### config.mk
export PLATFORM = sky130hd
export DESIGN_NAME = ffra_alu
export DESIGN_NICKNAME = d
export VERILOG_FILES = /design/src/first_fit_region_allocator_unit_defines.svh /design/src/ffra_pkg.sv /design/src/ffra_alu.sv
export SDC_FILE = /design/constraint.sdc
export NUM_CORES = 1
export LEC_CHECK = 0
export BUFFER_PORTS_ARGS = -buffer_cell sky130_fd_sc_hd__buf_2
export CAP_MARGIN = 20
export CORE_MARGIN = 3
export CORE_UTILIZATION = 57
export DETAILED_ROUTE_END_ITERATION = 10
export MAX_ROUTING_LAYER = met4
export PLACE_DENSITY = 0.95
export SETUP_SLACK_MARGIN = 0.3
export SYNTH_ARGS = -nofsm -noshare
export SYNTH_HDL_FRONTEND = slang
export SYNTH_SLANG_ARGS = --single-unit
### constraint.sdc
create_clock -name vclk -period 6.7
set_input_delay 0 -clock vclk [all_inputs]
set_output_delay 0 -clock vclk [all_outputs]
set_load 0.005 [all_outputs]
### src/first_fit_region_allocator_unit_defines.svh
// assertion macros for the first-fit region allocator
// used by modules that check their own sequencing; needs clk and rst in scope
`ifndef FIRST_FIT_REGION_ALLOCATOR_UNIT_DEFINES_SVH
`define FIRST_FIT_REGION_ALLOCATOR_UNIT_DEFINES_SVH

// property that holds at every edge out of reset
`define FFRA_ASSERT_ALWAYS(lbl, cond) \
  lbl: assert property (@(posedge clk) disable iff (rst) (cond)) \
    else $error("ffra: invariant violated");

// same-cycle implication
`define FFRA_ASSERT_IMPL(lbl, pre, post) \
  lbl: assert property (@(posedge clk) disable iff (rst) (pre) |-> (post)) \
    else $error("ffra: implication violated");

// next-cycle implication
`define FFRA_ASSERT_NEXT(lbl, pre, post) \
  lbl: assert property (@(posedge clk) disable iff (rst) (pre) |=> (post)) \
    else $error("ffra: next-cycle implication violated");

`endif

### src/ffra_pkg.sv
// shared types, codes and sizes of the first-fit region allocator
// no dependencies
`default_nettype none

package ffra_pkg;

  localparam int ADDR_BITS   = 48;
  localparam int TABLE_DEPTH = 64;
  localparam int IDX_W       = $clog2(TABLE_DEPTH);
  localparam int CNT_W       = $clog2(TABLE_DEPTH + 1);

  typedef logic [ADDR_BITS-1:0] addr_t;
  typedef logic [CNT_W-1:0]     cnt_t;

  typedef struct packed {
    addr_t start;
    addr_t length;
  } region_t;

  typedef struct packed {
    addr_t a;
    addr_t b;
    logic  sub;
  } alu_req_t;

  typedef struct packed {
    addr_t sum;
    logic  carry;
    logic  zero;
  } alu_res_t;

  typedef enum logic [1:0] {
    OP_ALLOC = 2'd0,
    OP_FREE  = 2'd1,
    OP_INIT  = 2'd2
  } op_t;

  typedef enum logic [1:0] {
    ST_OK      = 2'd0,
    ST_NOSPACE = 2'd1,
    ST_DFREE   = 2'd2,
    ST_FULL    = 2'd3
  } status_t;

  typedef enum logic [0:0] {
    CFG_AUTOGROW   = 1'b0,
    CFG_INIT_BYTES = 1'b1
  } cfg_t;

  typedef enum logic [1:0] {
    CTX_FREE  = 2'd0,
    CTX_GROW  = 2'd1,
    CTX_ALLOC = 2'd2
  } ctx_t;

  typedef enum logic [4:0] {
    S_IDLE, S_A_START, S_GROW_START, S_AR_START, S_AR_RD, S_AR_CK, S_AR_P1,
    S_AR_P2, S_AR_S1, S_AR_F, S_AR_MP, S_AR_MB, S_AR_MS, S_INS_RD, S_INS_WR,
    S_DROP_RD, S_DROP_WR, S_AR_OK, S_AR_RET, S_FF_RD, S_FF_CK, S_FF_SP1,
    S_FF_SP2, S_A_FREE, S_Z_RD, S_Z_CK, S_FINISH
  } state_t;

endpackage

`default_nettype wire

### src/ffra_alu.sv
// shared add/subtract and compare unit
// depends on ffra_pkg
`default_nettype none

module ffra_alu (
  input  wire ffra_pkg::alu_req_t req,
  output ffra_pkg::alu_res_t      res
);

  logic [ffra_pkg::ADDR_BITS:0] total;

  // subtract as a + ~b + 1: carry set means a >= b
  always_comb begin
    total = {1'b0, req.a} + {1'b0, (req.sub ? ~req.b : req.b)}
          + {{ffra_pkg::ADDR_BITS{1'b0}}, req.sub};
    res.sum   = total[ffra_pkg::ADDR_BITS-1:0];
    res.carry = total[ffra_pkg::ADDR_BITS];
    res.zero  = (total[ffra_pkg::ADDR_BITS-1:0] == '0);
  end

endmodule

`default_nettype wire

==> flow_summary.yaml <==
die:
  num_io_pins: 147
  initial_utilization_pct: 60.6
  area_of_the_die_um2: 7970
  die_y_um: 89.3
  floorplan.core_area_um2: 6530
  die_outline_width_um: 89.3
  std_cell_rows: 29
grt:
  grt_max_degree: 27
  groute.usage.overall_pct: 35.5
  first_global_vias: 4610
  grt_overflow: 0
  global_route_wire_length_before_repair_um: 22100
  antenna_found_initial: 0
synthesis:
  most_frequent_cells_after_synthesis: "sky130_fd_sc_hd__a21oi_1, sky130_fd_sc_hd__xor2_1, sky130_fd_sc_hd__nand2_1"
  synthCells: 589
  synthMostInstantiatedCell: "sky130_fd_sc_hd__a21oi_1"
  postSynthNetCount: 737
  post_syn_area_um2: 3960
  yosysSeqAreaShare_pct: 0
  synth_cell_types: 72
  yosys.area.top_type: "sky130_fd_sc_hd__ha_1"
  yosysTopAreaCellShare_pct: 15.8
  yosys_warnings: 0
  synthTopCellsByArea: "sky130_fd_sc_hd__ha_1, sky130_fd_sc_hd__xor2_1, sky130_fd_sc_hd__a21oi_1, sky130_fd_sc_hd__o21ai_0, sky130_fd_sc_hd__nand2_1"
  avgSynthCellArea_um2: 6.71
layout:
  register_area_um2: 0
  clock_buffer_count: 0
  area_delta_synth_final_pct: 18.3
  finish.net_count: 859
  stdcell_area_um2: 4680
  nFlopsAndLatches: 0
  drive_above_1_share_pct: 22.4
  insertedDiodeCount: 0
  finalCoreUtilization_pct: 71.6
  final_cell_count_no_fill: 786
  nFillCells: 574
drt:
  drc: 0
  initial_drt_markers: 438
  routed_wirelength_um: 14300
  number_of_nets_with_antenna_violations_after_routing: 0
  drt-wirelength-per-cell_um: 18.2
  vias_per_cell: 6.56
  route.vias.total: 5159
  detailedRoute.firstPassIterationCount: 7
worst_setup_path:
  required_ns: 6.70
  worst-endpoint-arrival_ns: 4.66
  path_max_fanout: 26
  start_kind: "input pin"
  critPathKind: "in2out"
  critical_path.endpoint_type: "output pin"
place:
  place_congestion: 1.10
  dp_hpwl_um: 12300
  placed_cells: 786
  placed_area_um2: 4680
  port_buffers: 147
timing:
  slew_violations: 0
  finalSetupViolations: 0
  post-route-min-period_ns: 4.66
  setup-tns-final_ns: 0
  fin_crit_sh_pct: 69.6
  worst-slew-pin-transition_ns: 0.774
  setup_repair_after_global_routing_missed_its_margin: "false"
  timing.final.hold_violations: 0
  relative_slew_slack_pct: 47.9
  fmax_mhz: 214
hold_path:
  worst_hold_path.endpoint: "res[2]"
  min-delay-path-class: "in2out"
  startpoint_of_the_lowest_slack_hold_path: "req[49]"
  hold_depth: 3
clock_network:
  post_cts_resize_count: 0
  hold_buffer_count_at_cts: 0
  post-cts-setup-buffer-count: 0
power_and_ir_drop:
  maximum_vdd_drop_uv: 96.3
  total_leakage_power_nw: 2.20
  power_density_nw_per_um2: 161
run_status:
  status: "complete, no violations"
flow_run:
  max_cap_viol_count: 0
==> placed cells by master, fill, tap and decap left out, types with 8 or more instances in the layout <==
| cell | count |
|---|---|
| sky130_fd_sc_hd__a21o_1 | 15 |
| sky130_fd_sc_hd__a21oi_1 | 61 |
| sky130_fd_sc_hd__and2_1 | 11 |
| sky130_fd_sc_hd__buf_2 | 147 |
| sky130_fd_sc_hd__ha_1 | 50 |
| sky130_fd_sc_hd__inv_1 | 22 |
| sky130_fd_sc_hd__nand2_1 | 53 |
| sky130_fd_sc_hd__nand3_1 | 8 |
| sky130_fd_sc_hd__nand4_1 | 20 |
| sky130_fd_sc_hd__nor2_1 | 40 |
| sky130_fd_sc_hd__nor3_1 | 20 |
| sky130_fd_sc_hd__nor4_1 | 8 |
| sky130_fd_sc_hd__o21a_1 | 13 |
| sky130_fd_sc_hd__o21ai_0 | 44 |
| sky130_fd_sc_hd__o31ai_1 | 8 |
| sky130_fd_sc_hd__or3_1 | 8 |
| sky130_fd_sc_hd__xnor2_1 | 20 |
| sky130_fd_sc_hd__xor2_1 | 58 |
==> where the power goes <==
part / internal (mW) / switching (mW)
clock: 0 / 0
combinational: 0.297 / 0.455
sequential: 0 / 0
==> cell type report <==
cell class	instances	area (um2)	share of cell area, %
inverters	22	82.6	1.77
multi-input cells	539	3760	80.3
well taps	77	96.3	2.06
repair buffers	148	743	15.9
==> layer usage <==
layer  GRT usage [%]  wire length [um]  part of all wire, %
met4            8.66               431                  3.0
met1            46.8              6070                   42
met5               -                 0                    0
met3            5.62              1460                   10
met2            56.7              6350                   44
==> worst max path at each step <==
stage | startpoint | cells past startpoint | slack (ns) | endpoint
detailed placement | req[0] | 15 | 2.21 | res[0]
finish | req[0] | 15 | 2.04 | res[0]
CTS | req[0] | 15 | 2.20 | res[0]
global route | req[0] | 15 | 1.85 | res[0]
global placement | req[0] | 15 | 2.22 | res[0]
floorplan | req[0] | 15 | 3.00 | res[0]
==> worst max-delay path, stage by stage <==
cell and delay [ns]:
sky130_fd_sc_hd__buf_2 0.47, sky130_fd_sc_hd__buf_4 0.49, sky130_fd_sc_hd__xor2_1 0.13, sky130_fd_sc_hd__ha_1 0.48
sky130_fd_sc_hd__a211oi_1 0.12, sky130_fd_sc_hd__o21ai_0 0.29, sky130_fd_sc_hd__a21oi_2 0.09, sky130_fd_sc_hd__o31ai_1 0.65
sky130_fd_sc_hd__a31oi_1 0.32, sky130_fd_sc_hd__o31a_1 0.41, sky130_fd_sc_hd__xnor2_1 0.18, sky130_fd_sc_hd__nor4_1 0.40
sky130_fd_sc_hd__nand4_1 0.19, sky130_fd_sc_hd__nor4_2 0.26, sky130_fd_sc_hd__buf_2 0.15
==> cells by family after synthesis <==
family | Yosys count | synth area share [%]
AO/OA/AOI/OAI | 217 | 36.2
XOR/XNOR | 78 | 17.3
adder cells (fa/ha/maj) | 51 | 16.3
buffers and inverters | 50 | 5.03
multiplexers | 4 | 1.11
AND/OR/NAND/NOR | 189 | 24.1
==> per-stage QoR <==
step	worst slack, ns	power (mW)	hold slack [ns]
2_1_floorplan	3.00	0.478	0.0625
3_3_place_gp	2.22	0.718	0.300
3_5_place_dp	2.21	0.727	0.312
4_1_cts	2.20	0.731	0.314
5_1_grt	1.85	0.821	0.335
6_report	2.04	0.752	0.312
(Power assumes the default switching activity.)
